==> config.mk <==
export PLATFORM = sky130hd
export DESIGN_NAME = charger_status_line_parser_core
export DESIGN_NICKNAME = d
export VERILOG_FILES = /design/src/rtl/cslp_pkg.sv /design/src/rtl/charger_status_line_parser_core.sv
export SDC_FILE = /design/constraint.sdc
export NUM_CORES = 1
export LEC_CHECK = 0
export BUFFER_PORTS_ARGS = -buffer_cell sky130_fd_sc_hd__buf_4
export CORE_ASPECT_RATIO = 0.7
export CORE_UTILIZATION = 55
export DETAILED_ROUTE_END_ITERATION = 12
export PLACE_DENSITY = 0.72
export SYNTH_ARGS = -nofsm -noshare
export SYNTH_HDL_FRONTEND = slang
export SYNTH_SLANG_ARGS = --single-unit
==> constraint.sdc <==
create_clock -name aclk -period 11.8 [get_ports aclk]
set_input_delay 1.77 -clock aclk [delete_from_list [all_inputs] [get_ports aclk]]
set_output_delay 1.77 -clock aclk [all_outputs]
set_load 0.01 [all_outputs]
==> src/rtl/cslp_pkg.sv <==
// Shared constants, types and decode functions for the charger status line parser.
package cslp_pkg;

    localparam int FRAC_DIGITS  = 2;
    localparam int VALUE_BITS   = 16;
    localparam int STATUS_CHARS = 9;
    localparam int READINGS     = 4;
    localparam int TARGET_LEN   = 6;

    function automatic int pow10(input int n);
        int r;
        int i;
        r = 1;
        for (i = 0; i < n; i++) begin
            r = r * 10;
        end
        return r;
    endfunction

    localparam int SCALE   = pow10(FRAC_DIGITS);
    localparam int ACC_W   = VALUE_BITS - 1;
    localparam int ACCX_W  = ACC_W + 4;
    localparam int FRAC_W  = $clog2(SCALE + 1);
    localparam int FRACX_W = FRAC_W + 4;
    localparam int FCNT_W  = $clog2(FRAC_DIGITS + 2);
    localparam int MAG_W   = ACC_W + FRAC_W + 1;
    localparam int CNT_W   = $clog2(STATUS_CHARS);
    localparam int PH_W    = 4;
    localparam int SLOT_W  = $clog2(READINGS);

    localparam logic [ACC_W-1:0] SAT_MAX = '1;

    // framing
    localparam logic [1:0] FR_WAIT_LF = 2'd0;
    localparam logic [1:0] FR_SYNC    = 2'd1;
    localparam logic [1:0] FR_READ    = 2'd2;

    // step kinds
    localparam logic [1:0] K_WS  = 2'd0;
    localparam logic [1:0] K_LIT = 2'd1;
    localparam logic [1:0] K_NUM = 2'd2;

    // field phases
    localparam logic [PH_W-1:0] PH_STATUS  = 4'd0;
    localparam logic [PH_W-1:0] PH_FIRST   = 4'd1;
    localparam logic [PH_W-1:0] PH_SOL_NUM = 4'd13;
    localparam logic [PH_W-1:0] PH_DONE    = 4'd14;

    // steps after the status text
    localparam logic [PH_W-1:0] ST_PAD_PS  = 4'd0;
    localparam logic [PH_W-1:0] ST_LIT_PS  = 4'd1;
    localparam logic [PH_W-1:0] ST_NUM_PS  = 4'd2;
    localparam logic [PH_W-1:0] ST_LIT_V1  = 4'd3;
    localparam logic [PH_W-1:0] ST_PAD_BAT = 4'd4;
    localparam logic [PH_W-1:0] ST_LIT_BAT = 4'd5;
    localparam logic [PH_W-1:0] ST_NUM_BAT = 4'd6;
    localparam logic [PH_W-1:0] ST_LIT_V2  = 4'd7;
    localparam logic [PH_W-1:0] ST_NUM_CUR = 4'd8;
    localparam logic [PH_W-1:0] ST_LIT_A   = 4'd9;
    localparam logic [PH_W-1:0] ST_PAD_SOL = 4'd10;
    localparam logic [PH_W-1:0] ST_LIT_SOL = 4'd11;
    localparam logic [PH_W-1:0] ST_NUM_SOL = 4'd12;

    // reading slots
    localparam logic [SLOT_W-1:0] SLOT_PS  = 2'd0;
    localparam logic [SLOT_W-1:0] SLOT_BAT = 2'd1;
    localparam logic [SLOT_W-1:0] SLOT_CUR = 2'd2;
    localparam logic [SLOT_W-1:0] SLOT_SOL = 2'd3;

    // characters
    localparam logic [7:0] CH_NUL   = 8'h00;
    localparam logic [7:0] CH_TAB   = 8'h09;
    localparam logic [7:0] CH_LF    = 8'h0A;
    localparam logic [7:0] CH_CR    = 8'h0D;
    localparam logic [7:0] CH_SPACE = 8'h20;
    localparam logic [7:0] CH_PLUS  = 8'h2B;
    localparam logic [7:0] CH_MINUS = 8'h2D;
    localparam logic [7:0] CH_POINT = 8'h2E;
    localparam logic [7:0] CH_ZERO  = 8'h30;
    localparam logic [7:0] CH_NINE  = 8'h39;

    typedef logic signed [VALUE_BITS-1:0] value_t;

    typedef struct packed {
        logic sign;
        logic neg;
        logic digit;
        logic point;
    } nflags_t;

    typedef struct packed {
        logic [63:0] head;
        logic [7:0]  tail;
        value_t      supply;
        value_t      battery;
        value_t      current;
        value_t      solar;
        logic        ok;
        logic        changed;
    } res_t;

    function automatic logic is_space(input logic [7:0] c);
        return (c == CH_SPACE) || (c >= CH_TAB && c <= CH_CR);
    endfunction

    function automatic logic [7:0] target_char(input logic [CNT_W-1:0] idx);
        logic [7:0] r;
        case (idx)
            4'd0:    r = "T";
            4'd1:    r = "a";
            4'd2:    r = "r";
            4'd3:    r = "g";
            4'd4:    r = "e";
            4'd5:    r = "t";
            default: r = CH_NUL;
        endcase
        return r;
    endfunction

    function automatic logic [1:0] step_kind(input logic [PH_W-1:0] s);
        logic [1:0] k;
        case (s)
            ST_PAD_PS, ST_PAD_BAT, ST_PAD_SOL:             k = K_WS;
            ST_NUM_PS, ST_NUM_BAT, ST_NUM_CUR, ST_NUM_SOL: k = K_NUM;
            default:                                       k = K_LIT;
        endcase
        return k;
    endfunction

    function automatic logic [CNT_W-1:0] step_len(input logic [PH_W-1:0] s);
        logic [CNT_W-1:0] n;
        case (s)
            ST_LIT_PS:              n = 4'd3;
            ST_LIT_BAT, ST_LIT_SOL: n = 4'd4;
            ST_LIT_V2:              n = 4'd2;
            ST_LIT_V1, ST_LIT_A:    n = 4'd1;
            default:                n = 4'd0;
        endcase
        return n;
    endfunction

    function automatic logic [7:0] lit_char(input logic [PH_W-1:0] s, input logic [1:0] idx);
        logic [31:0] t;
        logic [7:0]  r;
        case (s)
            ST_LIT_PS:  t = {"PS=", 8'h00};
            ST_LIT_V1:  t = {"V", 24'h0};
            ST_LIT_BAT: t = "Bat=";
            ST_LIT_V2:  t = {"V,", 16'h0};
            ST_LIT_A:   t = {"A", 24'h0};
            ST_LIT_SOL: t = "Sol=";
            default:    t = '0;
        endcase
        case (idx)
            2'd0:    r = t[31:24];
            2'd1:    r = t[23:16];
            2'd2:    r = t[15:8];
            default: r = t[7:0];
        endcase
        return r;
    endfunction

    function automatic logic [SLOT_W-1:0] step_slot(input logic [PH_W-1:0] s);
        logic [SLOT_W-1:0] r;
        case (s)
            ST_NUM_BAT: r = SLOT_BAT;
            ST_NUM_CUR: r = SLOT_CUR;
            ST_NUM_SOL: r = SLOT_SOL;
            default:    r = SLOT_PS;
        endcase
        return r;
    endfunction

    // integer part, kept fraction digits, sign -> saturated signed fixed point
    function automatic value_t num_value(input logic [ACC_W-1:0]  acc,
                                         input logic [FRAC_W-1:0] fr,
                                         input logic [FCNT_W-1:0] fc,
                                         input logic              neg);
        logic [MAG_W-1:0] f;
        logic [MAG_W-1:0] m;
        logic [ACC_W-1:0] s;
        int               i;
        f = MAG_W'(fr);
        for (i = 0; i < FRAC_DIGITS; i++) begin
            if (i >= int'(fc)) begin
                f = f * MAG_W'(10);
            end
        end
        m = MAG_W'(acc) * MAG_W'(SCALE) + f;
        s = (m > MAG_W'(SAT_MAX)) ? SAT_MAX : m[ACC_W-1:0];
        return neg ? -{1'b0, s} : {1'b0, s};
    endfunction

endpackage

==> src/rtl/charger_status_line_parser_core.sv <==
// Top level of the charger status line parser: framing, field matching and result buffer.
//
// Takes one received character per request on the s_ channel and gives one result on the
// m_ channel for every line closed by a carriage return. A line starts at the first
// non-whitespace character after a line feed and must read as nine status characters,
// then PS=, Bat=, current and Sol= numbers; the numbers come out as signed hundredths,
// saturated, with extra fraction digits truncated. Failed lines and lines starting with
// "Target" give line_ok 0 and zero values. Each character passes through an input
// register and is decoded into a two-entry result buffer, so one character is taken
// every cycle while s_ready is high; s_ready drops only while both result entries are full.
module charger_status_line_parser_core (
    input  logic                                 aclk,
    input  logic                                 aresetn,
    input  logic                                 s_valid,
    output logic                                 s_ready,
    input  logic [7:0]                           s_rx_byte,
    output logic                                 m_valid,
    input  logic                                 m_ready,
    output logic [63:0]                          m_status_head,
    output logic [7:0]                           m_status_tail,
    output logic signed [cslp_pkg::VALUE_BITS-1:0] m_supply_hundredths,
    output logic signed [cslp_pkg::VALUE_BITS-1:0] m_battery_hundredths,
    output logic signed [cslp_pkg::VALUE_BITS-1:0] m_current_hundredths,
    output logic signed [cslp_pkg::VALUE_BITS-1:0] m_solar_hundredths,
    output logic                                 m_line_ok,
    output logic                                 m_data_changed
);
    import cslp_pkg::*;

    logic [7:0]        in_byte_reg;
    logic              in_valid_reg;
    logic              proc_go;

    logic [1:0]        frame_reg, frame_next;
    logic [PH_W-1:0]   phase_reg, phase_next;
    logic [CNT_W-1:0]  count_reg, count_next;
    logic              failed_reg, failed_next;
    logic              ended_reg, ended_next;
    logic              target_reg, target_next;
    logic [ACC_W-1:0]  acc_reg, acc_next;
    nflags_t           flags_reg, flags_next;
    logic [FRAC_W-1:0] frac_reg, frac_next;
    logic [FCNT_W-1:0] fcnt_reg, fcnt_next;

    logic [7:0]        status_reg [STATUS_CHARS];
    value_t            rd_reg [READINGS];
    logic [7:0]        last_status_reg [STATUS_CHARS];
    value_t            last_rd_reg [READINGS];
    logic              last_valid_reg;

    logic              do_feed;
    logic              do_close;
    logic              lit_go;
    logic              fresh;
    logic [PH_W-1:0]   step;
    logic [ACCX_W-1:0] accx;
    logic [FRACX_W-1:0] fracx;
    logic              stat_we;
    logic [CNT_W-1:0]  stat_idx;
    logic              rd_we;
    logic [SLOT_W-1:0] rd_slot;
    value_t            rd_val;

    value_t            sol_val;
    value_t            rd_out [READINGS];
    logic              line_good;
    logic              changed;
    logic              emit;
    res_t              res_new;

    res_t              out_reg, skid_reg;
    logic              out_valid_reg, skid_valid_reg;
    logic              pop;

    assign proc_go = in_valid_reg && !skid_valid_reg;
    assign s_ready = !in_valid_reg || proc_go;

    always_ff @(posedge aclk) begin
        if (!aresetn) begin
            in_valid_reg <= 1'b0;
        end else if (s_valid && s_ready) begin
            in_valid_reg <= 1'b1;
        end else if (proc_go) begin
            in_valid_reg <= 1'b0;
        end
    end

    always_ff @(posedge aclk) begin
        if (s_valid && s_ready) begin
            in_byte_reg <= s_rx_byte;
        end
    end

    always_comb begin
        frame_next  = frame_reg;
        phase_next  = phase_reg;
        count_next  = count_reg;
        failed_next = failed_reg;
        ended_next  = ended_reg;
        target_next = target_reg;
        acc_next    = acc_reg;
        flags_next  = flags_reg;
        frac_next   = frac_reg;
        fcnt_next   = fcnt_reg;
        do_feed     = 1'b0;
        do_close    = 1'b0;
        lit_go      = 1'b0;
        fresh       = 1'b0;
        step        = '0;
        accx        = '0;
        fracx       = '0;
        stat_we     = 1'b0;
        stat_idx    = count_reg;
        rd_we       = 1'b0;
        rd_slot     = SLOT_PS;
        rd_val      = '0;

        if (proc_go) begin
            case (frame_reg)
                FR_WAIT_LF: begin
                    if (in_byte_reg == CH_LF) begin
                        frame_next = FR_SYNC;
                    end
                end
                FR_SYNC: begin
                    if (!is_space(in_byte_reg)) begin
                        frame_next  = FR_READ;
                        phase_next  = PH_STATUS;
                        count_next  = '0;
                        failed_next = 1'b0;
                        ended_next  = 1'b0;
                        target_next = 1'b1;
                        acc_next    = '0;
                        flags_next  = '0;
                        frac_next   = '0;
                        fcnt_next   = '0;
                        do_feed     = 1'b1;
                    end
                end
                FR_READ: begin
                    if (in_byte_reg == CH_CR) begin
                        frame_next = FR_WAIT_LF;
                        do_close   = 1'b1;
                    end else begin
                        do_feed = 1'b1;
                    end
                end
                default: begin
                    frame_next = FR_WAIT_LF;
                end
            endcase
        end

        if (do_feed && !failed_next && !ended_next && phase_next < PH_DONE) begin
            if (in_byte_reg == CH_NUL) begin
                ended_next = 1'b1;
            end else if (phase_next == PH_STATUS) begin
                if (count_next >= CNT_W'(STATUS_CHARS)) begin
                    failed_next = 1'b1;
                end else begin
                    if (count_next < CNT_W'(TARGET_LEN)
                        && in_byte_reg != target_char(count_next)) begin
                        target_next = 1'b0;
                    end
                    stat_we    = 1'b1;
                    stat_idx   = count_next;
                    count_next = count_next + CNT_W'(1);
                    if (count_next == CNT_W'(TARGET_LEN) && target_next) begin
                        failed_next = 1'b1;
                    end
                    if (count_next == CNT_W'(STATUS_CHARS)) begin
                        phase_next = PH_FIRST;
                        count_next = '0;
                        acc_next   = '0;
                        flags_next = '0;
                        frac_next  = '0;
                        fcnt_next  = '0;
                    end
                end
            end else begin
                step = phase_next - PH_W'(1);
                case (step_kind(step))
                    K_WS: begin
                        if (!is_space(in_byte_reg)) begin
                            phase_next = phase_next + PH_W'(1);
                            count_next = '0;
                            lit_go     = 1'b1;
                        end
                    end
                    K_LIT: begin
                        lit_go = 1'b1;
                    end
                    K_NUM: begin
                        fresh = !(flags_next.sign || flags_next.digit || flags_next.point);
                        if (fresh && is_space(in_byte_reg)) begin
                            fresh = 1'b1;
                        end else if (fresh && (in_byte_reg == CH_PLUS
                                               || in_byte_reg == CH_MINUS)) begin
                            flags_next.sign = 1'b1;
                            flags_next.neg  = (in_byte_reg == CH_MINUS);
                        end else if (in_byte_reg >= CH_ZERO && in_byte_reg <= CH_NINE) begin
                            flags_next.digit = 1'b1;
                            if (!flags_next.point) begin
                                accx = ACCX_W'(acc_next) * ACCX_W'(10)
                                       + ACCX_W'(in_byte_reg[3:0]);
                                acc_next = (accx > ACCX_W'(SAT_MAX)) ? SAT_MAX
                                                                      : accx[ACC_W-1:0];
                            end else if (int'(fcnt_next) < FRAC_DIGITS) begin
                                fracx = FRACX_W'(frac_next) * FRACX_W'(10)
                                        + FRACX_W'(in_byte_reg[3:0]);
                                frac_next = fracx[FRAC_W-1:0];
                                fcnt_next = fcnt_next + FCNT_W'(1);
                            end
                        end else if (in_byte_reg == CH_POINT && !flags_next.point) begin
                            flags_next.point = 1'b1;
                        end else if (!flags_next.digit) begin
                            failed_next = 1'b1;
                        end else begin
                            rd_we      = 1'b1;
                            rd_slot    = step_slot(step);
                            rd_val     = num_value(acc_next, frac_next, fcnt_next,
                                                   flags_next.neg);
                            phase_next = phase_next + PH_W'(1);
                            count_next = '0;
                            acc_next   = '0;
                            flags_next = '0;
                            frac_next  = '0;
                            fcnt_next  = '0;
                            lit_go     = (phase_next < PH_DONE);
                        end
                    end
                    default: begin
                        failed_next = 1'b1;
                    end
                endcase

                if (lit_go) begin
                    step = phase_next - PH_W'(1);
                    if (count_next < step_len(step)
                        && in_byte_reg == lit_char(step, count_next[1:0])) begin
                        count_next = count_next + CNT_W'(1);
                        if (count_next == step_len(step)) begin
                            count_next = '0;
                            phase_next = phase_next + PH_W'(1);
                            acc_next   = '0;
                            flags_next = '0;
                            frac_next  = '0;
                            fcnt_next  = '0;
                        end
                    end else begin
                        failed_next = 1'b1;
                    end
                end
            end
        end
    end

    // close: finish a pending solar number, compare with the last good line
    always_comb begin
        sol_val   = num_value(acc_reg, frac_reg, fcnt_reg, flags_reg.neg);
        line_good = !failed_reg && phase_reg != PH_STATUS
                    && (phase_reg == PH_DONE || (phase_reg == PH_SOL_NUM && flags_reg.digit));
        for (int i = 0; i < READINGS; i++) begin
            rd_out[i] = rd_reg[i];
        end
        if (phase_reg == PH_SOL_NUM) begin
            rd_out[SLOT_SOL] = sol_val;
        end
        changed = !last_valid_reg;
        for (int i = 0; i < STATUS_CHARS; i++) begin
            if (status_reg[i] != last_status_reg[i]) begin
                changed = 1'b1;
            end
        end
        for (int i = 0; i < READINGS; i++) begin
            if (rd_out[i] != last_rd_reg[i]) begin
                changed = 1'b1;
            end
        end
        res_new = '0;
        if (line_good) begin
            for (int i = 0; i < 8; i++) begin
                res_new.head[63-8*i -: 8] = status_reg[i];
            end
            res_new.tail    = status_reg[STATUS_CHARS-1];
            res_new.supply  = rd_out[SLOT_PS];
            res_new.battery = rd_out[SLOT_BAT];
            res_new.current = rd_out[SLOT_CUR];
            res_new.solar   = rd_out[SLOT_SOL];
            res_new.ok      = 1'b1;
            res_new.changed = changed;
        end
    end

    assign emit = do_close;

    always_ff @(posedge aclk) begin
        if (!aresetn) begin
            frame_reg      <= FR_WAIT_LF;
            phase_reg      <= PH_STATUS;
            count_reg      <= '0;
            failed_reg     <= 1'b0;
            ended_reg      <= 1'b0;
            target_reg     <= 1'b1;
            acc_reg        <= '0;
            flags_reg      <= '0;
            frac_reg       <= '0;
            fcnt_reg       <= '0;
            last_valid_reg <= 1'b0;
        end else begin
            frame_reg  <= frame_next;
            phase_reg  <= phase_next;
            count_reg  <= count_next;
            failed_reg <= failed_next;
            ended_reg  <= ended_next;
            target_reg <= target_next;
            acc_reg    <= acc_next;
            flags_reg  <= flags_next;
            frac_reg   <= frac_next;
            fcnt_reg   <= fcnt_next;
            if (emit && line_good) begin
                last_valid_reg <= 1'b1;
            end
        end
    end

    always_ff @(posedge aclk) begin
        if (stat_we) begin
            status_reg[stat_idx] <= in_byte_reg;
        end
        if (rd_we) begin
            rd_reg[rd_slot] <= rd_val;
        end
        if (emit && line_good) begin
            for (int i = 0; i < STATUS_CHARS; i++) begin
                last_status_reg[i] <= status_reg[i];
            end
            for (int i = 0; i < READINGS; i++) begin
                last_rd_reg[i] <= rd_out[i];
            end
        end
    end

    // two-entry result buffer
    assign pop = out_valid_reg && m_ready;

    always_ff @(posedge aclk) begin
        if (!aresetn) begin
            out_valid_reg  <= 1'b0;
            skid_valid_reg <= 1'b0;
        end else if (skid_valid_reg) begin
            if (pop) begin
                skid_valid_reg <= 1'b0;
            end
        end else if (out_valid_reg) begin
            if (emit && !pop) begin
                skid_valid_reg <= 1'b1;
            end else if (!emit && pop) begin
                out_valid_reg <= 1'b0;
            end
        end else if (emit) begin
            out_valid_reg <= 1'b1;
        end
    end

    always_ff @(posedge aclk) begin
        if (skid_valid_reg) begin
            if (pop) begin
                out_reg <= skid_reg;
            end
        end else if (emit) begin
            if (out_valid_reg && !pop) begin
                skid_reg <= res_new;
            end else begin
                out_reg <= res_new;
            end
        end
    end

    assign m_valid              = out_valid_reg;
    assign m_status_head        = out_reg.head;
    assign m_status_tail        = out_reg.tail;
    assign m_supply_hundredths  = out_reg.supply;
    assign m_battery_hundredths = out_reg.battery;
    assign m_current_hundredths = out_reg.current;
    assign m_solar_hundredths   = out_reg.solar;
    assign m_line_ok            = out_reg.ok;
    assign m_data_changed       = out_reg.changed;

    a_skid_behind_out: assert property (@(posedge aclk) disable iff (!aresetn)
        skid_valid_reg |-> out_valid_reg)
        else $error("skid entry held without head entry");

    a_failed_line_zero: assert property (@(posedge aclk) disable iff (!aresetn)
        (m_valid && !m_line_ok) |-> (!m_data_changed && m_supply_hundredths == '0
            && m_battery_hundredths == '0 && m_current_hundredths == '0
            && m_solar_hundredths == '0))
        else $error("failed line carries values");

    a_phase_bound: assert property (@(posedge aclk) disable iff (!aresetn)
        phase_reg <= PH_DONE)
        else $error("field phase past done");

    a_last_valid_sticky: assert property (@(posedge aclk) disable iff (!aresetn)
        last_valid_reg |=> last_valid_reg)
        else $error("last line record lost");

endmodule

==> Word level (Yosys, flattened, before mapping) <==
Memory sizes are Yosys's and may differ from the RTL's.
Cells that the tools add are included.
W data, S select, Z words.
{ "totals": {"register_bits": 329, "ram_bits": 272, "mem_count": 4} }
{ "mem_list": {"columns": ["memory", "depth", "word_bits", "rd", "rd_ports_with_merged_regs", "write_ports", "line_no", "rtl"], "rows": [
  ["last_status_reg", 9, 8, 9, 0, 9, "charger_status_line_parser_core.sv:47", "logic [7:0] last_status_reg [STATUS_CHARS];"],
  ["status_reg", 9, 8, 9, 0, 1, "charger_status_line_parser_core.sv:45", "logic [7:0] status_reg [STATUS_CHARS];"],
  ["last_rd_reg", 4, 16, 4, 0, 4, "charger_status_line_parser_core.sv:48", "value_t last_rd_reg [READINGS];"],
  ["rd_reg", 4, 16, 4, 0, 1, "charger_status_line_parser_core.sv:46", "value_t rd_reg [READINGS];"]
]} }
{ "op_classes": {"n_addsub": 13, "mul": 8, "order_cmp": 17, "eq_ne": 54, "n_mux": 295, "bitwise": 1, "reduce_logical": 55} }
{ "ops": {"columns": ["operator", "n"], "rows": [
  ["$mux W138", 5],
  ["$mux W23", 20],
  ["$mux W15", 21],
  ["$mux W4", 67],
  ["$mux W16", 12],
  ["$pmux W31 S6", 1],
  ["$mux W7", 19],
  ["$mux W1", 91],
  ["$ne A8 B8 Y1", 10],
  ["$mux W2", 37],
  ["$mux W8", 8],
  ["$ne A16 B16 Y1", 4],
  ["$add A22 B23 Y23", 2],
  ["$gt A23 B15 Y1 const B", 2],
  ["$mul A23 B3 Y22 const B", 2],
  ["$pmux W7 S6", 1],
  ["$mul A15 B5 Y20 const B", 2],
  ["$eq A4 B4 Y1 const B", 8],
  ["$eq A8 B6 Y1 const B", 4],
  ["$neg A15 Y16", 2],
  ["$eq A4 B3 Y1 const B", 7],
  ["$pmux W8 S3", 1],
  ["$mux W11", 2],
  ["$logic_and A1 B1 Y1", 21],
  ["other kinds (48)", 94]
]} }

==> Longest topological paths before layout <==
Gate-level depths: netlist of run 1.
{ "logic_depth": {"depth_word": 43, "depth_mapped": 49, "mapped_depth_nobuf": 42} }

==> Least setup slack after synthesis of run 1 <==
OpenSTA, ideal clock, no wires.
{ "synth_timing": {"path_kind": "register -> register", "from": "register in_byte_reg[4]", "to": "memory rd_reg[0][14] (netlist name) (data pin)", "setup_time_ps": 179, "t_arrival_ps": 9509, "t_required_ps": 11621, "slack_ps": 2111, "path_stages_with_launch": 46, "path_buffers": 10, "path_cell_list": "edfxtp_1 -> buf_6 -> or3_1 -> buf_2 -> or3_1 -> nand3_2 -> buf_1 -> buf_1 -> clkbuf_1 -> buf_1 -> nand2_1 -> ha_1 -> clkbuf_1 -> clkbuf_1 -> nand2_1 -> o21ai_0 -> ha_1 -> inv_1 -> (+10 left out) -> o21ai_0 -> nand2b_1 -> a211oi_1 -> a222oi_1 -> or4_1 -> clkbuf_1 -> clkbuf_1 -> a21oi_1 -> ha_1 -> nand2_1 -> nor2_1 -> nand3b_1 -> or3_1 -> nor3_1 -> nand3_1 -> or4_1 -> a21o_1 -> a21oi_1"} }
{ "synth_between": {"elab_chain_len": 42, "elab_cells_between_ends": 107} }
{ "synth_rtl": {"columns": ["item", "line_no", "rtl"], "rows": [
  ["start, declared", "charger_status_line_parser_core.sv:30", "logic [7:0] in_byte_reg;"],
  ["start signal, assigned", "charger_status_line_parser_core.sv:90", "in_byte_reg <= s_rx_byte;"],
  ["$ge A8 B4 Y1 / $le A8 B4 Y1 (equally long branches)", "cslp_pkg.sv:103", "return (c == CH_SPACE) || (c >= CH_TAB && c <= CH_CR);"],
  ["$logic_and A1 B1 Y1", "cslp_pkg.sv:103", null],
  ["$logic_or A1 B1 Y1", "cslp_pkg.sv:103", null],
  ["$mux W7 / $mux W2 (equally long branches)", "charger_status_line_parser_core.sv:126", "if (!is_space(in_byte_reg)) begin"],
  ["$mux W7 / $mux W2 (equally long branches)", "charger_status_line_parser_core.sv:119", "case (frame_reg)"],
  ["$mux W7 / $mux W2 (equally long branches)", "charger_status_line_parser_core.sv:118", "if (proc_go) begin"],
  ["$mul A7 B3 Y10 / $ge A1 B2 Y1 (equally long branches)", "cslp_pkg.sv:186, cslp_pkg.sv:185", null],
  ["$mux W11", "cslp_pkg.sv:185", "if (i >= int'(fc)) begin"],
  ["(+27 left out)", null, null],
  ["$mux W16", "charger_status_line_parser_core.sv:201", "end else if (in_byte_reg >= CH_ZERO && in_byte_reg <= CH_NINE) begin"],
  ["$mux W16", "charger_status_line_parser_core.sv:197", "end else if (fresh && (in_byte_reg == CH_PLUS"],
  ["$mux W16", "charger_status_line_parser_core.sv:195", "if (fresh && is_space(in_byte_reg)) begin"],
  ["$mux W16", "charger_status_line_parser_core.sv:182", "case (step_kind(step))"],
  ["$mux W16", "charger_status_line_parser_core.sv:157", "end else if (phase_next == PH_STATUS) begin"],
  ["$mux W16", "charger_status_line_parser_core.sv:155", "if (in_byte_reg == CH_NUL) begin"],
  ["$mux W16 *", "charger_status_line_parser_core.sv:154", "if (do_feed && !failed_next && !ended_next && phase_next < PH_DONE) begin"],
  ["named net rd_val[14]", "charger_status_line_parser_core.sv:62", "value_t rd_val;"],
  ["end, declared", "charger_status_line_parser_core.sv:46", null]
]} }
Mark *: on every way through the listed nets, which the timed path passes. The rest lies on a longest branch. The select of a mux whose other input is x is not followed.

==> Worst setup path in the final report of run 1 <==
{ "layout_timing": {"from": "register frac_reg[3]", "to": "register out_reg (netlist bit m_data_changed) (data pin)"} }
{ "layout_between": {"elab_chain_len": 16} }
{ "layout_rtl": {"columns": ["item", "line_no", "rtl"], "rows": [
  ["start, declared", "charger_status_line_parser_core.sv:42", "logic [FRAC_W-1:0] frac_reg, frac_next;"],
  ["start signal, assigned", "charger_status_line_parser_core.sv:319", "frac_reg <= frac_next;"],
  ["$mul A7 B3 Y10", "cslp_pkg.sv:186", "f = f * MAG_W'(10);"],
  ["$mux W11 *", "cslp_pkg.sv:185", null],
  ["$mul A23 B3 Y22", "cslp_pkg.sv:186", null],
  ["$mux W23 *", "cslp_pkg.sv:185", null],
  ["$add A22 B23 Y23 *", "cslp_pkg.sv:189", "m = MAG_W'(acc) * MAG_W'(SCALE) + f;"],
  ["$gt A23 B15 Y1", "cslp_pkg.sv:190", "s = (m > MAG_W'(SAT_MAX)) ? SAT_MAX : m[ACC_W-1:0];"],
  ["$mux W15 *", "cslp_pkg.sv:190", null],
  ["$neg A15 Y16", "cslp_pkg.sv:191", "return neg ? -{1'b0, s} : {1'b0, s};"],
  ["$mux W16 *", "cslp_pkg.sv:191", null],
  ["$mux W16 *", "charger_status_line_parser_core.sv:266", "if (phase_reg == PH_SOL_NUM) begin"],
  ["$ne A16 B16 Y1 *", "charger_status_line_parser_core.sv:276", "if (rd_out[i] != last_rd_reg[i]) begin"],
  ["$mux W1 *", "charger_status_line_parser_core.sv:276", null],
  ["$mux W138 *", "charger_status_line_parser_core.sv:281", "if (line_good) begin"],
  ["$mux W138 *", "charger_status_line_parser_core.sv:372", "if (out_valid_reg && !pop) begin"],
  ["$mux W138 *", "charger_status_line_parser_core.sv:371", "end else if (emit) begin"],
  ["$mux W138 *", "charger_status_line_parser_core.sv:367", "if (skid_valid_reg) begin"],
  ["end signal, assigned", "charger_status_line_parser_core.sv:369", "out_reg <= skid_reg;"],
  ["end signal, assigned", "charger_status_line_parser_core.sv:375", "out_reg <= res_new;"],
  ["end, declared", "charger_status_line_parser_core.sv:71", "res_t out_reg, skid_reg;"]
]} }
Mark *: on every way between the ends. The rest lies on a longest branch, timed or not. The select of a mux whose other input is x is not followed.
A chain may end at the register's enable or synchronous reset.

==> results of run 1 <==
[area by class of cell]
type,instances,area [um^2],area share [%]
repair buffers,186,1400,3.67
inverters,261,980,2.57
clock buffers,61,1430,3.75
flip-flops and latches,601,17600,46.2
well taps,819,1020,2.69
clock inverters,43,475,1.25
multi-input cells,2067,15200,39.9
[synthesized netlist by cell type, types with 14 or more instances]
master	count	area [um^2]
edfxtp_1	556	16700
inv_1	260	976
ha_1	237	2970
nand2_1	220	826
nor2_1	220	826
a21oi_1	147	736
o21ai_0	125	626
xnor2_1	115	1010
and2_1	110	688
mux2_2	100	1130
clkbuf_1	98	368
xor2_1	86	753
nand3_1	58	290
o31ai_1	52	390
a21o_1	47	353
dfxtp_1	45	901
nor3_1	35	175
nand4_1	34	213
o22ai_1	31	194
fa_1	29	581
a221oi_1	26	228
nor2b_1	25	156
mux2i_1	22	220
nand2b_1	22	138
nor4_1	22	138
a211oi_1	21	158
a31oi_1	18	113
and3_1	17	106
or3_1	16	100
o21bai_1	15	113
or2_2	15	93.8
nor3b_1	14	105
[cells by family (layout without fill, tap and decap cells)]
kind of cell             after synthesis  in the layout  synth area share, %
AND/OR/NAND/NOR                      845            845                 12.3
AO/OA/AOI/OAI                        630            630                 12.4
flip-flops                           601            601                 51.5
buffers and inverters                382            551                 4.29
adder cells (fa/ha/maj)              266            266                 10.4
XOR/XNOR                             201            201                 5.15
multiplexers                         125            125                 4.06
[per-layer routing]
metal | routed length, um | part of all wire (%) | up-vias
li1 | - | - | 11400
met1 | 45600 | 48 | 12100
met2 | 37200 | 39 | 1182
met3 | 10200 | 11 | 107
met4 | 1610 | 1.7 | 0
met5 | 0 | 0 | -
[path summary, 6_finish.rpt]
path / to / slack [ns] / cells after the start / startpoint
worst max register to register: m_data_changed$_DFFE_PP_ / 1.15 / 40 / frac_reg[3]$_SDFF_PN0_
worst max-delay path: m_data_changed$_DFFE_PP_ / 1.15 / 40 / frac_reg[3]$_SDFF_PN0_
worst min-delay path: last_rd_reg[2][0]$_DFFE_PP_ / 0.45 / 0 / rd_reg[2][0]$_DFFE_PP_
worst min register to register: last_rd_reg[2][0]$_DFFE_PP_ / 0.45 / 0 / rd_reg[2][0]$_DFFE_PP_
[power by group]
group	switching [W]	internal (W)	leakage, nW
clock network	0.000826	0.00106	0.917
logic	0.0000234	0.00000912	9.12
registers	0.00000349	0.00230	4.85
total	0.000853	0.00337	14.9
[through the flow]
step / hold slack [ns] / power (W) / area (um^2) / setup slack (ns)
after floorplan: 0.426 / 0.00236 / 34200 / 2.11
after global placement: 0.431 / 0.00238 / 36200 / 1.65
after detailed placement: 0.436 / 0.00238 / 36200 / 1.42
after CTS: 0.452 / 0.00424 / 38100 / 1.31
after global routing: 0.468 / 0.00432 / 38100 / 0.253
final: 0.453 / 0.00422 / 38100 / 1.15
==> metrics.txt, run 1 <==
status=complete, no violations; DR vias/cell=6.12; drt initial violations=2786; grt ovf=0; Die W=300 um; post-synthesis cell area=0.0342 mm^2; first-pass GRT wire length=143 mm; Final nets=3451; # hold bufs at CTS=0; YS warnings=0; Slew HR=8.04%; Util after Layout=61.9%; CTS buffer count=56; FMAX=93.9 MHz; Startpoint Class=flip-flop; Reg clk slew, reported paths=0.07 ns; most common cell after layout, fill and taps aside=edfxtp_1; CP Max Fanout=18; CTS max path bufs=3; Leakage=14.9 nW; DR vias=24700; Total GRT Usage=29.7%; max incr delay on CP=0.85 ns; average wire per standard cell=23.4 um; Non-Filler Instances=4038; initial antenna violation count=1; Initial Util=55.6%; final period utilization=90.2%; buffers and inverters on the worst path=3; Die Footprint=0.0632 mm^2; Final ANT Viol Nets=0; most frequent cells in the layout=edfxtp_1 (556), inv_1 (259), ha_1 (237), nand2_1 (220), nor2_1 (218); slew at the pin with the worst max-slew slack=1.37 ns; CTS root buffer=clkbuf_16; DP HPWL=69.8 mm; Synth-to-Final Area Change=11.4%; crit end category=flip-flop; Routed WL=94.6 mm; worst vdd ir=111 uV; postcts setup bufs=0; ANT cells=0; Yosys cell types=98; Final setup viols=0; worst hold path class=flip-flop to flip-flop; WP data required=12.12 ns; RSZ-0062 raised after global routing=false; number of max-cap violations=0; Pins Over Slew Limit=0; FFs w/ async S/R, synth=0%; most used routing layer in global routing=met1; DR pass1 iterations=5; # port buffers=151; GP Congestion=0.992; met3 usage=6.57%; Post-synth EDFFs=556; worst clock skew=0.0181 ns; Final Critical Period=10.65 ns; Seq cells post-synth=601; total negative slack=0 ns; Worst-Skew Late Latency=0.62 ns; I/O pin cnt=152; sequential fraction of the synthesis area=51.5%; DRC viols=0; Avg Cell Area, Syn=11.2 um^2; max reg flops=138; Die Y-Extent=211 um; CTS sink cnt=601; htree depth=2; slowest CP cell=a2111oi_1; Hold Fails Final Rpt=0; row cnt=76; Worst Setup Path Type=flip-flop to flip-flop; core footprint=0.0615 mm^2; routing usage on met2=40.1%; CTS resizes=0; Crit path top cell by count=ha_1; Synth Net Count=3328; fraction of layout cells with a size suffix above 1=13.2%; dpl cells=3934; pwr dens=111 mW/mm^2; filler cell count=4831; dominant synthesized flop cell=edfxtp_1; CTS tree=yes; CP Data Arrival Time=10.97 ns; largest net degree at the start of global routing=109; met1 layer usage reported by global route=48.2%; Gate Count Post-Synth=3050; number of global-route vias before repair=23400; delay-heaviest family, CP=compound AO/OA/AOI/OAI gates
(Power assumes the default switching activity.)
==> run 2, diff against run 1 <==
==> constraint.sdc (replaced) <==
create_clock -name aclk -period 9.91 [get_ports aclk]
set_input_delay 1.4865 -clock aclk [delete_from_list [all_inputs] [get_ports aclk]]
set_output_delay 1.4865 -clock aclk [all_outputs]
set_load 0.005 [all_outputs]
==> metrics.txt, run 2 (synthesis gave the netlist of run 1 again) <==
GP Congestion=0.997; FMAX=108 MHz; largest net degree at the start of global routing=97; initial antenna violation count=1; DP HPWL=67.7 mm; Final nets=3467; DR vias=24400; delay-heaviest family, CP=simple AND/OR/NAND/NOR gates; clock share of power=43.5%; Synth-to-Final Area Change=11.6%; number of max-cap violations=0; Initial Util=55.6%; # port buffers=151; max incr delay on CP=0.61 ns; RSZ-0062 raised after global routing=false; worst clock skew=0.0248 ns; final period utilization=93.5%; slowest CP cell=or4_4; Startpoint Class=flip-flop; I/O pin cnt=152; Int Power=0.00393 W; Reg clk slew, reported paths=0.07 ns; DR pass1 iterations=5; Worst-Skew Late Latency=0.63 ns; Routed WL=91.3 mm; share of total power in combinational logic=0.9%; CP Data Arrival Time=9.69 ns; status=complete, no violations; CP Max Fanout=9; CTS max path bufs=3; worst vdd ir=137 uV; Die W=300 um; filler cell count=4859; Crit path top cell by count=ha_1; grt ovf=0; Psw=0.000997 W; setup ws final=0.648 ns; Final setup viols=0; Reg area=0.0176 mm^2; worst hold path class=flip-flop to flip-flop; Leakage=14.9 nW; ANT cells=0; Die Y-Extent=211 um; Final Critical Period=9.26 ns; Pins Over Slew Limit=0; Multi-input gate area=0.0152 mm^2; most common cell after layout, fill and taps aside=edfxtp_1; row cnt=76; Total GRT Usage=28.7%; fraction of layout cells with a size suffix above 1=13.7%; average wire per standard cell=22.6 um; Setup WS pre-CTS=0.280 ns; CTS sink cnt=601; total negative slack=0 ns; core footprint=0.0615 mm^2; DRC viols=0; most frequent cells in the layout=edfxtp_1 (556), inv_1 (259), ha_1 (237), nand2_1 (220), nor2_1 (218); crit end category=flip-flop; pwr dens=129 mW/mm^2; WP data required=10.34 ns; htree depth=2; DR vias/cell=6.03; first-pass GRT wire length=139 mm; Slew HR=20.3%; Switching Fraction=20.3%; Util after Layout=62.0%; CTS buffer count=55; sequential share of power=55.6%; Final ANT Viol Nets=0; Worst Setup Path Type=flip-flop to flip-flop; Die Footprint=0.0632 mm^2; drt initial violations=2639; Design Power=0.00492 W; number of global-route vias before repair=23200; CTS tree=yes; slew at the pin with the worst max-slew slack=1.19 ns; buffers and inverters on the worst path=2; max reg flops=138; CTS root buffer=clkbuf_16; Hold Fails Final Rpt=0
-- run 2: cell count changes in the layout (fill, tap and decap cells not counted), moves of 2 or more --
cell,delta
buf_4,+17
bufinv_16,-2
clkinvlp_4,-4
inv_6,-3
nor3_1,-2
nor3_2,+2
-- run 2: metrics by stage --
step                instances  area [um^2]  hold WS (ns)
finish                   4049        38100         0.444
global route             4049        38100         0.456
CTS                      4049        38100         0.439
detailed placement       3951        36300         0.437
global placement         3951        36300         0.433
floorplan                3050        34200         0.426
-- run 2: worst reg2reg max path, delay by kind of cell, from the launching register on --
| kind | cells | cell delay [ns] |
|---|---|---|
| AND/OR/NAND/NOR | 18 | 4.38 |
| adder cells (fa/ha/maj) | 7 | 1.93 |
| AO/OA/AOI/OAI | 11 | 1.88 |
| flip-flops | 1 | 0.41 |
| buffers and inverters | 2 | 0.31 |
| XOR/XNOR | 1 | 0.15 |
-- run 2: cell type report --
type	instances	area share [%]
Clock buffer	59	3.65
Multi-Input combinational cell	2067	39.9
Inverter	261	2.57
Tap cell	819	2.69
Sequential cell	601	46.1
Clock inverter	39	1.04
Timing Repair Buffer	203	4.00
-- run 2: worst paths after layout --
kind                                                  from                          endpoint  slack, ns  cells after the start
worst min-delay path            status_reg[2][7]$_DFFE_PP_  last_status_reg[0][23]$_DFFE_PP_       0.44                      0
worst max register to register    in_byte_reg[2]$_DFFE_PP_           rd_reg[2][14]$_DFFE_PP_       0.65                     39
worst min register to register  status_reg[2][7]$_DFFE_PP_  last_status_reg[0][23]$_DFFE_PP_       0.44                      0
worst max-delay path              in_byte_reg[2]$_DFFE_PP_           rd_reg[2][14]$_DFFE_PP_       0.65                     39
-- run 2: repair_timing --
action	4_1_cts	5_1_grt
hold buffers	0	0
buffers inserted	0	0
gates resized for setup	0	9
endpoints found under the setup margin	0	18
-- run 2: power by group through the flow --
stage / Sequential, W / Combinational (W) / Clock [W]
3_3_place_gp: 0.00279 / 0.0000420 / 0
6_report: 0.00274 / 0.0000444 / 0.00214
5_1_grt: 0.00273 / 0.0000460 / 0.00226
2_1_floorplan: 0.00279 / 0.0000170 / 0
4_1_cts: 0.00274 / 0.0000427 / 0.00217
3_5_place_dp: 0.00279 / 0.0000425 / 0
-- run 2: layer usage --
metal,routed length (um),vias to the layer above,track usage (%)
met5,0,-,0
met2,36900,1097,39.8
met3,10500,102,8.73
met1,42400,11900,44.1
met4,1490,0,5.91
li1,-,11400,-
==> run 3, diff against run 2 <==
PLACE_DENSITY = unset   (was 0.72)
PLACE_DENSITY_LB_ADDON = 0.05   (was unset)
clock period = 10.9 ns   (was 9.91 ns; I/O delays follow)
==> metrics.txt, run 3 (synthesis gave the netlist of run 1 again) <==
Worst Setup Path Type=flip-flop to flip-flop; FMAX=98.2 MHz; slew at the pin with the worst max-slew slack=1.24 ns; fraction of layout cells with a size suffix above 1=13.1%; CP Max Fanout=26; Hold Fails Final Rpt=0; DP HPWL=71.8 mm; CP Data Arrival Time=10.60 ns; Worst-Skew Late Latency=0.64 ns; CTS sink cnt=601; worst hold path class=flip-flop to flip-flop; Die Footprint=0.0632 mm^2; row cnt=76; initial antenna violation count=6; worst clock skew=0.0277 ns; status=complete, no violations; setup ws final=0.712 ns; DRC viols=0; RSZ-0062 raised after global routing=false; htree depth=2; Setup WS pre-CTS=0.811 ns; DR pass1 iterations=5; reg2reg path depth=39; met3 usage=8.05%; DR vias=24900; CTS root buffer=clkbuf_16; Crit path top cell by count=ha_1; filler cell count=4932; Final nets=3459; I/O pin cnt=152; max incr delay on CP=0.69 ns; slowest CP cell=or4_1; Multi-input gate area=0.0152 mm^2; Total GRT Usage=30.5%; total negative slack=0 ns; GP Congestion=0.988; most common cell after layout, fill and taps aside=edfxtp_1; Synth-to-Final Area Change=11.4%; crit end category=flip-flop; dpl cells=3939; routing usage on met2=40.9%; pwr dens=118 mW/mm^2; final period utilization=93.5%; worst r2r src=in_byte_reg[2]$_DFFE_PP_; crit path launch=in_byte_reg[2]$_DFFE_PP_; met1 layer usage reported by global route=49.2%; average wire per standard cell=23.9 um; # port buffers=151; Pins Over Slew Limit=0; most used routing layer in global routing=met1; Reg clk slew, reported paths=0.07 ns; R2R setup slack=0.71 ns; number of max-cap violations=0; Startpoint Class=flip-flop; Final ANT Viol Nets=0; worst r2r dst=rd_reg[0][14]$_DFFE_PP_; Routed WL=96.7 mm; WP data required=11.32 ns; worst vdd ir=117 uV; Reg area=0.0176 mm^2; Final setup viols=0; Die Y-Extent=211 um; core footprint=0.0615 mm^2; DR vias/cell=6.15; Initial Util=55.6%; Final Critical Period=10.19 ns; CTS max path bufs=3; Die W=300 um; CTS tree=yes; max reg flops=138; Leakage=14.9 nW; largest net degree at the start of global routing=139; grt ovf=0; Slew HR=17.1%; most frequent cells in the layout=edfxtp_1 (556), inv_1 (259), ha_1 (237), nand2_1 (220), nor2_1 (218); first-pass GRT wire length=146 mm; worst setup path end=rd_reg[0][14]$_DFFE_PP_; drt initial violations=2603; number of global-route vias before repair=23600; Non-Filler Instances=4047; CTS buffer count=56
==> run 3: changes by cell type in the layout (fill, tap and decap cells not counted), sizes merged <==
cell,change
bufinv,-1
inv,-1
clkbuf,+9
buf,-9
clkinvlp,-1
diode,+1
==> run 3: how the worst min path moves through the flow <==
stage                       startpoint                      endpoint  slack (ns)  depth (start not counted)
3_3_place_gp    rd_reg[2][0]$_DFFE_PP_   last_rd_reg[2][0]$_DFFE_PP_        0.43                          0
6_report        rd_reg[1][3]$_DFFE_PP_   last_rd_reg[1][3]$_DFFE_PP_        0.45                          0
2_1_floorplan  rd_reg[0][12]$_DFFE_PP_  last_rd_reg[0][12]$_DFFE_PP_        0.43                          0
3_5_place_dp    rd_reg[2][0]$_DFFE_PP_   last_rd_reg[2][0]$_DFFE_PP_        0.43                          0
5_1_grt         rd_reg[2][1]$_DFFE_PP_   last_rd_reg[2][1]$_DFFE_PP_        0.46                          0
4_1_cts         rd_reg[1][5]$_DFFE_PP_   last_rd_reg[1][5]$_DFFE_PP_        0.45                          0
==> run 3: per-layer routing <==
metal | up-vias | wire length (um)
met5 | - | 0
met3 | 106 | 10900
li1 | 11400 | -
met2 | 1190 | 37400
met1 | 12200 | 46900
met4 | 0 | 1570
==> run 3: repair_timing <==
| action | CTS | global route |
|---|---|---|
| hold buffers | 0 | 0 |
| resized for setup | 0 | 1 |
| buffers inserted | 0 | 3 |
| hold endpoints to repair | 0 | 0 |
| endpoints found under the setup margin | 0 | 6 |
==> run 3: cell type report <==
| cell class | instances | share of cell area, % |
|---|---|---|
| Antenna cell | 1 | 0.00657 |
| Clock buffer | 68 | 3.80 |
| Clock inverter | 36 | 0.946 |
| Inverter | 261 | 2.57 |
| Multi-Input combinational cell | 2067 | 39.9 |
| Sequential cell | 601 | 46.2 |
| Tap cell | 819 | 2.69 |
| Timing Repair Buffer | 194 | 3.86 |
==> run 3: through the flow <==
| stage | utilization [%] | hold slack [ns] | area, um^2 | power (W) |
|---|---|---|---|---|
| after floorplan | - | 0.426 | 34200 | 0.00256 |
| final | 61.9 | 0.448 | 38100 | 0.00448 |
| after CTS | 61.8 | 0.446 | 38000 | 0.00451 |
| after global placement | 58.9 | 0.434 | 36200 | 0.00257 |
| after detailed placement | 58.9 | 0.435 | 36200 | 0.00257 |
| after global routing | 61.9 | 0.461 | 38100 | 0.00459 |
==> run 3: power by group <==
part / internal [W] / switching, W / total (W) / leakage (nW)
clock: 0.00107 / 0.000885 / 0.00196 / 0.873
combinational: 0.0000107 / 0.0000279 / 0.0000386 / 9.17
sequential: 0.00249 / 0.00000242 / 0.00249 / 4.85
total: 0.00357 / 0.000915 / 0.00448 / 14.9
==> run 3: worst max-delay path, delay by kind of cell (launching register included) <==
| kind | cells | cell delay (ns) |
|---|---|---|
| simple gates | 17 | 4.42 |
| compound gates | 12 | 2.31 |
| fa+ha+maj | 7 | 2.01 |
| flops | 1 | 0.55 |
| buf+inv | 2 | 0.54 |
| xor+xnor | 1 | 0.14 |
